### config.mk
export PLATFORM = sky130hd
export DESIGN_NAME = heading_pose_integrator_core
export DESIGN_NICKNAME = d
export VERILOG_FILES = /design/src/hpi_pkg.sv /design/src/hpi_cordic.sv /design/src/hpi_pose_acc.sv /design/src/heading_pose_integrator_core.sv
export SDC_FILE = /design/constraint.sdc
export NUM_CORES = 2
export LEC_CHECK = 0
export BUFFER_PORTS_ARGS = -buffer_cell sky130_fd_sc_hd__buf_4
export CAP_MARGIN = 10
export CORE_AREA = 2 2 370 298
export CTS_CLUSTER_SIZE = 14
export DETAILED_ROUTE_END_ITERATION = 16
export DIE_AREA = 0 0 372 300
export PLACE_DENSITY = 0.67
export SYNTH_ARGS = -nofsm -noshare
export SYNTH_HDL_FRONTEND = slang
export SYNTH_HIERARCHICAL = 1
export SYNTH_SLANG_ARGS = --single-unit
### constraint.sdc
create_clock -name clk -period 9.93 [get_ports clk]
set_input_delay 0 -clock clk [delete_from_list [all_inputs] [get_ports clk]]
set_output_delay 0 -clock clk [all_outputs]
set_load 0.005 [all_outputs]
### src/hpi_pkg.sv
// Shared types, constants and the CORDIC angle table for the pose integrator.
package hpi_pkg;

  localparam int AMT_W  = 18;   // signed distance or degrees, Q8
  localparam int HEAD_W = 17;   // heading, degrees Q8
  localparam int XY_W   = 33;   // CORDIC vector components, Q30 with headroom
  localparam int Z_W    = 25;   // CORDIC residual angle, degrees Q16
  localparam int ATAN_W = 23;
  localparam int TURN_W = 19;   // heading plus a signed amount before wrapping

  // Operation codes carried in tuser.
  localparam logic FUNC_DRIVE = 1'b0;
  localparam logic FUNC_TURN  = 1'b1;

  localparam logic [HEAD_W-1:0] QUARTER_TURN = 17'd23040;
  localparam logic [HEAD_W-1:0] HALF_TURN    = 17'd46080;
  localparam logic [HEAD_W-1:0] THREE_QUARTER = 17'd69120;
  localparam logic signed [TURN_W-1:0] FULL_TURN = 19'sd92160;

  localparam logic signed [XY_W-1:0] CORDIC_GAIN_Q30 = 33'sd652032874;

  // Control from the sequencer to the multiply-accumulate unit.
  typedef struct packed {
    logic mul_en;
    logic acc_east;
    logic acc_north;
  } hpi_acc_ctl_t;

  // atan(2^-i) in degrees Q16.
  function automatic logic [ATAN_W-1:0] atan_q16(input logic [4:0] idx);
    logic [ATAN_W-1:0] v;
    case (idx)
      5'd0:    v = 23'd2949120;
      5'd1:    v = 23'd1740967;
      5'd2:    v = 23'd919879;
      5'd3:    v = 23'd466945;
      5'd4:    v = 23'd234379;
      5'd5:    v = 23'd117304;
      5'd6:    v = 23'd58666;
      5'd7:    v = 23'd29335;
      5'd8:    v = 23'd14668;
      5'd9:    v = 23'd7334;
      5'd10:   v = 23'd3667;
      5'd11:   v = 23'd1833;
      5'd12:   v = 23'd917;
      5'd13:   v = 23'd458;
      5'd14:   v = 23'd229;
      5'd15:   v = 23'd115;
      5'd16:   v = 23'd57;
      5'd17:   v = 23'd29;
      5'd18:   v = 23'd14;
      5'd19:   v = 23'd7;
      5'd20:   v = 23'd4;
      5'd21:   v = 23'd2;
      5'd22:   v = 23'd1;
      default: v = 23'd0;
    endcase
    return v;
  endfunction

endpackage

### src/hpi_cordic.sv
// Iterative CORDIC rotator: one shift-add micro-rotation per clock.
module hpi_cordic #(
  parameter int STEPS = 16
) (
  input  logic                              clk,
  input  logic                              rst_n,
  input  logic                              start,
  input  logic signed [hpi_pkg::Z_W-1:0]    z0,
  output logic                              done,
  output logic signed [hpi_pkg::XY_W-1:0]   x_out,
  output logic signed [hpi_pkg::XY_W-1:0]   y_out
);

  localparam int IW = $clog2(STEPS);

  logic signed [hpi_pkg::XY_W-1:0] x_r, y_r, xs, ys;
  logic signed [hpi_pkg::Z_W-1:0]  z_r, ang;
  logic [IW-1:0]                   cnt_r;
  logic                            busy_r, done_r;

  // Arithmetic shifts round toward minus infinity, as the rotation requires.
  assign xs  = x_r >>> cnt_r;
  assign ys  = y_r >>> cnt_r;
  assign ang = $signed({2'b00, hpi_pkg::atan_q16(5'(cnt_r))});

  always_ff @(posedge clk) begin
    if (!rst_n) begin
      busy_r <= 1'b0;
      done_r <= 1'b0;
    end else begin
      done_r <= 1'b0;
      if (start) begin
        busy_r <= 1'b1;
      end else if (busy_r && cnt_r == IW'(STEPS - 1)) begin
        busy_r <= 1'b0;
        done_r <= 1'b1;
      end
    end
  end

  always_ff @(posedge clk) begin
    if (start) begin
      x_r   <= hpi_pkg::CORDIC_GAIN_Q30;
      y_r   <= '0;
      z_r   <= z0;
      cnt_r <= '0;
    end else if (busy_r) begin
      if (!z_r[hpi_pkg::Z_W-1]) begin
        x_r <= x_r - ys;
        y_r <= y_r + xs;
        z_r <= z_r - ang;
      end else begin
        x_r <= x_r + ys;
        y_r <= y_r - xs;
        z_r <= z_r + ang;
      end
      cnt_r <= cnt_r + 1'b1;
    end
  end

  assign done  = done_r;
  assign x_out = x_r;
  assign y_out = y_r;

endmodule

### src/hpi_pose_acc.sv
// Shared multiplier and saturating position accumulator for east and north.
module hpi_pose_acc #(
  parameter int POS_WIDTH = 32
) (
  input  logic                               clk,
  input  logic                               rst_n,
  input  hpi_pkg::hpi_acc_ctl_t              ctl,
  input  logic signed [hpi_pkg::AMT_W-1:0]   amount,
  input  logic signed [hpi_pkg::XY_W-1:0]    mul_op,
  output logic signed [POS_WIDTH-1:0]        east,
  output logic signed [POS_WIDTH-1:0]        north
);

  localparam int PW = hpi_pkg::AMT_W + hpi_pkg::XY_W;
  localparam int DW = PW - 30;
  localparam int SW = ((POS_WIDTH > DW) ? POS_WIDTH : DW) + 1;
  localparam logic signed [PW-1:0] RND = {{(PW - 30){1'b0}}, 1'b1, {29{1'b0}}};
  localparam logic signed [SW-1:0] POS_HI = {{(SW - POS_WIDTH + 1){1'b0}},
                                              {(POS_WIDTH - 1){1'b1}}};
  localparam logic signed [SW-1:0] POS_LO = ~POS_HI;

  logic signed [PW-1:0]        prod_r, rsum;
  logic signed [DW-1:0]        delta;
  logic signed [POS_WIDTH-1:0] east_r, north_r, base, sat;
  logic signed [SW-1:0]        sum;

  // Q38 product back to Q8, rounding half up; the upper bits are a floor shift.
  assign rsum  = prod_r + RND;
  assign delta = $signed(rsum[PW-1:30]);
  assign base  = ctl.acc_east ? east_r : north_r;
  assign sum   = $signed({{(SW - POS_WIDTH){base[POS_WIDTH-1]}}, base})
               + $signed({{(SW - DW){delta[DW-1]}}, delta});

  always_comb begin
    if (sum > POS_HI) begin
      sat = POS_HI[POS_WIDTH-1:0];
    end else if (sum < POS_LO) begin
      sat = POS_LO[POS_WIDTH-1:0];
    end else begin
      sat = sum[POS_WIDTH-1:0];
    end
  end

  always_ff @(posedge clk) begin
    if (ctl.mul_en) begin
      prod_r <= amount * mul_op;
    end
  end

  always_ff @(posedge clk) begin
    if (!rst_n) begin
      east_r  <= '0;
      north_r <= '0;
    end else begin
      if (ctl.acc_east) begin
        east_r <= sat;
      end
      if (ctl.acc_north) begin
        north_r <= sat;
      end
    end
  end

  assign east  = east_r;
  assign north = north_r;

endmodule

### src/heading_pose_integrator_core.sv
// Top level of the dead-reckoning pose integrator: sequencer, heading and output word.
//
//  channel | direction | word contents (lowest bit up)
//  --------+-----------+-------------------------------------------------------
//  in_     | slave     | tuser: func; tdata: amount[17:0]
//  out_    | master    | tdata: pos_x[31:0], pos_y[63:32], heading_deg[80:64]
//
// A drive word passes from acceptance to the result register through the
// CORDIC rotator, which runs one micro-rotation a cycle, then through the
// shared multiplier, which serves sine and cosine in turn.
// A turn word is wrapped into one turn by one wrap correction per cycle.
// Reset clears the pose to the origin facing north. in_tready is high only
// while the sequencer is idle; a new word may be taken while a result waits.

module heading_pose_integrator_core #(
  parameter int CORDIC_STEPS = 16,
  parameter int POS_WIDTH    = 32
) (
  input  logic        clk,
  input  logic        rst_n,
  input  logic        in_tvalid,
  output logic        in_tready,
  input  logic [23:0] in_tdata,   // amount[17:0], zero pad
  input  logic [0:0]  in_tuser,   // func
  output logic        out_tvalid,
  input  logic        out_tready,
  output logic [87:0] out_tdata   // pos_x, pos_y, heading_deg, zero pad
);

  localparam logic [2:0] ST_IDLE = 3'd0;
  localparam logic [2:0] ST_ROT  = 3'd1;
  localparam logic [2:0] ST_MULS = 3'd2;
  localparam logic [2:0] ST_MULC = 3'd3;
  localparam logic [2:0] ST_ACCN = 3'd4;
  localparam logic [2:0] ST_WRAP = 3'd5;
  localparam logic [2:0] ST_DONE = 3'd6;

  localparam int   EW = (POS_WIDTH > 32) ? POS_WIDTH : 32;

  logic [2:0]                          state_r, state_nxt;
  logic                                accept;
  logic signed [hpi_pkg::AMT_W-1:0]    amount_r;
  logic [hpi_pkg::HEAD_W-1:0]          facing_r;
  logic signed [hpi_pkg::TURN_W-1:0]   turn_r;
  logic [1:0]                          quad_r, quad;
  logic [hpi_pkg::HEAD_W-1:0]          resid;
  logic signed [hpi_pkg::Z_W-1:0]      z0;
  logic                                cordic_start, cordic_done;
  logic signed [hpi_pkg::XY_W-1:0]     cx, cy, sin_v, cos_v, mul_op;
  hpi_pkg::hpi_acc_ctl_t               acc_ctl;
  logic signed [POS_WIDTH-1:0]         east, north;
  logic signed [EW-1:0]                east_ext, north_ext;
  logic                                out_free;
  logic                                out_valid_r;
  logic [87:0]                         out_data_r;

  assign in_tready = (state_r == ST_IDLE);
  assign accept    = in_tvalid && in_tready;
  assign out_free  = !out_valid_r || out_tready;

  // Quadrant reduction of the current heading.
  always_comb begin
    if (facing_r >= hpi_pkg::THREE_QUARTER) begin
      quad  = 2'd3;
      resid = facing_r - hpi_pkg::THREE_QUARTER;
    end else if (facing_r >= hpi_pkg::HALF_TURN) begin
      quad  = 2'd2;
      resid = facing_r - hpi_pkg::HALF_TURN;
    end else if (facing_r >= hpi_pkg::QUARTER_TURN) begin
      quad  = 2'd1;
      resid = facing_r - hpi_pkg::QUARTER_TURN;
    end else begin
      quad  = 2'd0;
      resid = facing_r;
    end
  end

  // The residue is below a quarter turn, so the starting angle is never negative.
  assign z0           = $signed({2'b00, resid[14:0], 8'd0});
  assign cordic_start = accept && (in_tuser[0] != hpi_pkg::FUNC_TURN);

  hpi_cordic #(
    .STEPS (CORDIC_STEPS)
  ) u_cordic (
    .clk   (clk),
    .rst_n (rst_n),
    .start (cordic_start),
    .z0    (z0),
    .done  (cordic_done),
    .x_out (cx),
    .y_out (cy)
  );

  // Map the first-quadrant rotation back onto the full circle.
  always_comb begin
    case (quad_r)
      2'd0: begin
        sin_v = cy;
        cos_v = cx;
      end
      2'd1: begin
        sin_v = cx;
        cos_v = -cy;
      end
      2'd2: begin
        sin_v = -cy;
        cos_v = -cx;
      end
      default: begin
        sin_v = -cx;
        cos_v = cy;
      end
    endcase
  end

  assign mul_op            = (state_r == ST_MULC) ? cos_v : sin_v;
  assign acc_ctl.mul_en    = (state_r == ST_MULS) || (state_r == ST_MULC);
  assign acc_ctl.acc_east  = (state_r == ST_MULC);
  assign acc_ctl.acc_north = (state_r == ST_ACCN);

  hpi_pose_acc #(
    .POS_WIDTH (POS_WIDTH)
  ) u_acc (
    .clk    (clk),
    .rst_n  (rst_n),
    .ctl    (acc_ctl),
    .amount (amount_r),
    .mul_op (mul_op),
    .east   (east),
    .north  (north)
  );

  always_comb begin
    state_nxt = state_r;
    case (state_r)
      ST_IDLE: begin
        if (accept) begin
          state_nxt = (in_tuser[0] == hpi_pkg::FUNC_TURN) ? ST_WRAP : ST_ROT;
        end
      end
      ST_ROT: begin
        if (cordic_done) begin
          state_nxt = ST_MULS;
        end
      end
      ST_MULS: state_nxt = ST_MULC;
      ST_MULC: state_nxt = ST_ACCN;
      ST_ACCN: state_nxt = ST_DONE;
      ST_WRAP: begin
        if (!turn_r[hpi_pkg::TURN_W-1] && turn_r < hpi_pkg::FULL_TURN) begin
          state_nxt = ST_DONE;
        end
      end
      ST_DONE: begin
        if (out_free) begin
          state_nxt = ST_IDLE;
        end
      end
      default: state_nxt = ST_IDLE;
    endcase
  end

  always_ff @(posedge clk) begin
    if (!rst_n) begin
      state_r  <= ST_IDLE;
      facing_r <= '0;
    end else begin
      state_r <= state_nxt;
      if (state_r == ST_WRAP && !turn_r[hpi_pkg::TURN_W-1]
          && turn_r < hpi_pkg::FULL_TURN) begin
        facing_r <= turn_r[hpi_pkg::HEAD_W-1:0];
      end
    end
  end

  always_ff @(posedge clk) begin
    if (accept) begin
      amount_r <= $signed(in_tdata[hpi_pkg::AMT_W-1:0]);
      quad_r   <= quad;
      turn_r   <= $signed({2'b00, facing_r})
                + $signed({in_tdata[hpi_pkg::AMT_W-1], in_tdata[hpi_pkg::AMT_W-1:0]});
    end else if (state_r == ST_WRAP) begin
      // The sum stays within two turns of the range, so a few corrections do.
      if (turn_r[hpi_pkg::TURN_W-1]) begin
        turn_r <= turn_r + hpi_pkg::FULL_TURN;
      end else if (turn_r >= hpi_pkg::FULL_TURN) begin
        turn_r <= turn_r - hpi_pkg::FULL_TURN;
      end
    end
  end

  assign east_ext  = EW'(east);
  assign north_ext = EW'(north);

  always_ff @(posedge clk) begin
    if (!rst_n) begin
      out_valid_r <= 1'b0;
    end else if (state_r == ST_DONE && out_free) begin
      out_valid_r <= 1'b1;
    end else if (out_tready) begin
      out_valid_r <= 1'b0;
    end
  end

  always_ff @(posedge clk) begin
    if (state_r == ST_DONE && out_free) begin
      out_data_r <= {7'd0, facing_r, north_ext[31:0], east_ext[31:0]};
    end
  end

  assign out_tvalid = out_valid_r;
  assign out_tdata  = out_data_r;

endmodule

==> impl_metrics.tcl <==
set metrics [dict create \
    status "complete, no violations" \
    ant_nets 0 \
    antenna_cells 0 \
    rsz0062_at_grt "false" \
    num_vias 41110 \
    maxSlewHeadroom_pct 17.15 \
    placementRows 108 \
    fin_worst_skew_ns 0.05223 \
    ioPinCount 119 \
    final_cell_mix "nand2_1, inv_1, fa_1" \
    synth_flop_cell "dfxtp_1" \
    arrival_ns 9.74 \
    tightest_slew_ns 1.237 \
    netlist-cell-type-count 116 \
    clock.fmax_mhz 106.5 \
    fin_ws_ns 0.5405 \
    wl_per_cell_um 19.55 \
    clock_path_buffers 3 \
    die_h_um 300 \
    worstPathMaxFanout 14 \
    finalCriticalPeriod_ns 9.390 \
    whs_ns 0.1785 \
    cts_root_buf "clkbuf_16" \
    grt_usage_pct 25.05 \
    fin_util_pct 49.42 \
    setup_viol 0 \
    drive_above_1_share_pct 9.392 \
    maxCapViolations 0 \
    final_nets 6555 \
    cts_buffers 41 \
    syn_area_um2 49340 \
    end_kind "flip-flop" \
    drt-pass1-iter-count 7 \
    setup_tns_ns 0 \
    yosys_warnings 6 \
    preCtsSetupSlack_ns 0.4691 \
    tritoncts "built" \
    worstSkewPairLatency_ns 0.63 \
    synth_edf_count 167 \
    syn_inst 5668 \
    async_flop_share_pct 0 \
    gr-total-overflow 0 \
    ys_seq_elements 346 \
    core_um2 108000 \
    slew_violations 0 \
    fill_cells 10129 \
    ys_seq_area_share_pct 17.43 \
    drc 0 \
    die_w_um 372 \
    start_kind "flip-flop" \
    htree_levels 2 \
    viasPerCell 5.760 \
    cp_slowest_cell "or4_1" \
    initial_core_util_pct 45.70 \
    die_area_um2 111600 \
    postCtsSetupRepairBufs 0 \
    portBuffers 105 \
    synth.avg_cell_area_um2 8.705 \
    clkSinkCount 346 \
    drt_iter0_markers 3779 \
    critical_path.max_stage_delay_ns 0.61 \
    crit_type "flip-flop to flip-flop" \
    wl_um 139500 \
    grt_pass1_wl_um 223100 \
    path_common_cell "fa_1" \
    dpl.hpwl_um 105800 \
    grt_pass1_vias 40046 \
    routabilityCongestion 0.9470 \
    final_common_cell "nand2_1" \
    finalHoldViolCount 0 \
    antenna_found_initial 4 \
    grt_max_degree 109 \
    fin_crit_sh_pct 94.56 \
    cts.clk_slew.worst_paths_ns 0.06 \
    hp-class "primary input to flip-flop" \
    worstPathRequired_ns 10.28 \
    synthToLayoutAreaGrowth_pct 8.137 \
]
sequential cells by signal (all words and copies together) (netlist names), 19 cells and up:
signal,cells
turn_r,19
out_tdata,81
u_cordic/x_out,33
u_acc/east,32
u_cordic/y_out,33
u_acc/prod_r,22
u_cordic/ang,22
u_cordic/z_r,25
u_acc/north,32
cells by family (layout without fill, tap and decap cells):
kind of cell | Yosys count | after routing | synth area share (%)
buffers and inverters | 1015 | 1038 | 8.137
muxes | 265 | 265 | 7.326
adders and majority gates | 854 | 854 | 30.36
AOI/OAI and AO/OA | 1085 | 1085 | 14.18
xor gates and xnor gates | 286 | 286 | 5.092
DFF | 346 | 346 | 17.43
other | 1 | 17 | 0.007600
and+or+nand+nor | 1816 | 1816 | 17.47
routing by layer:
layer | wire length (µm) | part of all wire [%] | GRT usage, %
met5 | 13 | 0.0093 | 0
met4 | 3151 | 2.3 | 5.962
met3 | 13110 | 9.4 | 5.212
met2 | 60140 | 43 | 37.80
met1 | 63090 | 45 | 36.70
cells in the mapped netlist (30+ instances only):
cell | count | share of area [%]
nand2_1 | 762 | 5.8
inv_1 | 696 | 5.3
fa_1 | 573 | 23
nor2_1 | 358 | 2.7
a21oi_1 | 279 | 2.8
ha_1 | 279 | 7.1
o21ai_0 | 266 | 2.7
and2_1 | 256 | 3.2
clkbuf_1 | 240 | 1.8
dfxtp_1 | 179 | 7.3
xnor2_1 | 172 | 3.1
edfxtp_1 | 167 | 10
mux2i_1 | 117 | 2.4
xor2_1 | 113 | 2.0
mux2_2 | 77 | 1.8
nand3_1 | 75 | 0.76
nor3_1 | 75 | 0.76
mux4_2 | 66 | 3.0
a21o_1 | 63 | 0.96
a31oi_1 | 58 | 0.74
o21a_1 | 41 | 0.62
nand2b_1 | 37 | 0.47
nor4_1 | 36 | 0.46
a211oi_1 | 35 | 0.53
nand4_1 | 33 | 0.42
o22ai_1 | 33 | 0.42
nor2b_1 | 32 | 0.41
o21bai_1 | 30 | 0.46
what timing repair did:
action	4_1_cts	5_1_grt
hold endpoints to repair	63	0
hold buffers	22	0
resized for setup	0	4
endpoints found under the setup margin	0	2
worst max-delay path: cells and delay by family, from the launching register on:
family | cells | cell delay (ns)
xor+xnor | 2 | 0.24
fa+ha+maj | 8 | 3.56
flops | 1 | 0.42
compound gates | 8 | 1.99
buf+inv | 6 | 0.63
simple gates | 7 | 2.27
stage by stage:
stage / std cells / area (µm²)
floorplan: 5684 / 49400
global placement: 7039 / 51730
detailed placement: 7039 / 51730
CTS: 7137 / 53340
global route: 7137 / 53360
finish: 7137 / 53360
worst paths after layout:
kind / startpoint / cells after the start / end / slack, ns
setup / recovery: u_cordic/x_out[1]$_SDFFE_PP1P_ / 31 / u_acc/prod_r[48]$_DFFE_PP_ / 0.54
hold / removal: in_tdata[15] / 2 / amount_r[15]$_DFFE_PP_ / 0.18
setup reg to reg: u_cordic/x_out[1]$_SDFFE_PP1P_ / 31 / u_acc/prod_r[48]$_DFFE_PP_ / 0.54
hold reg to reg: u_acc/east[11]$_SDFFE_PN0P_ / 0 / out_tdata[11]$_DFFE_PP_ / 0.45
layout make-up:
type	instances	area, µm²	area share [%]
timing repair buffer	262	2059	3.860
sequential	346	8612	16.14
clock inverter	24	279.0	0.5229
multi-input combinational	4323	36880	69.12
clock buffer	52	1109	2.078
tap	1430	1789	3.353
inverter	700	2629	4.927
Power is left out: the tool's default activity adds up to more than one toggle a clock period on the data nets, which glitch-free logic cannot reach.
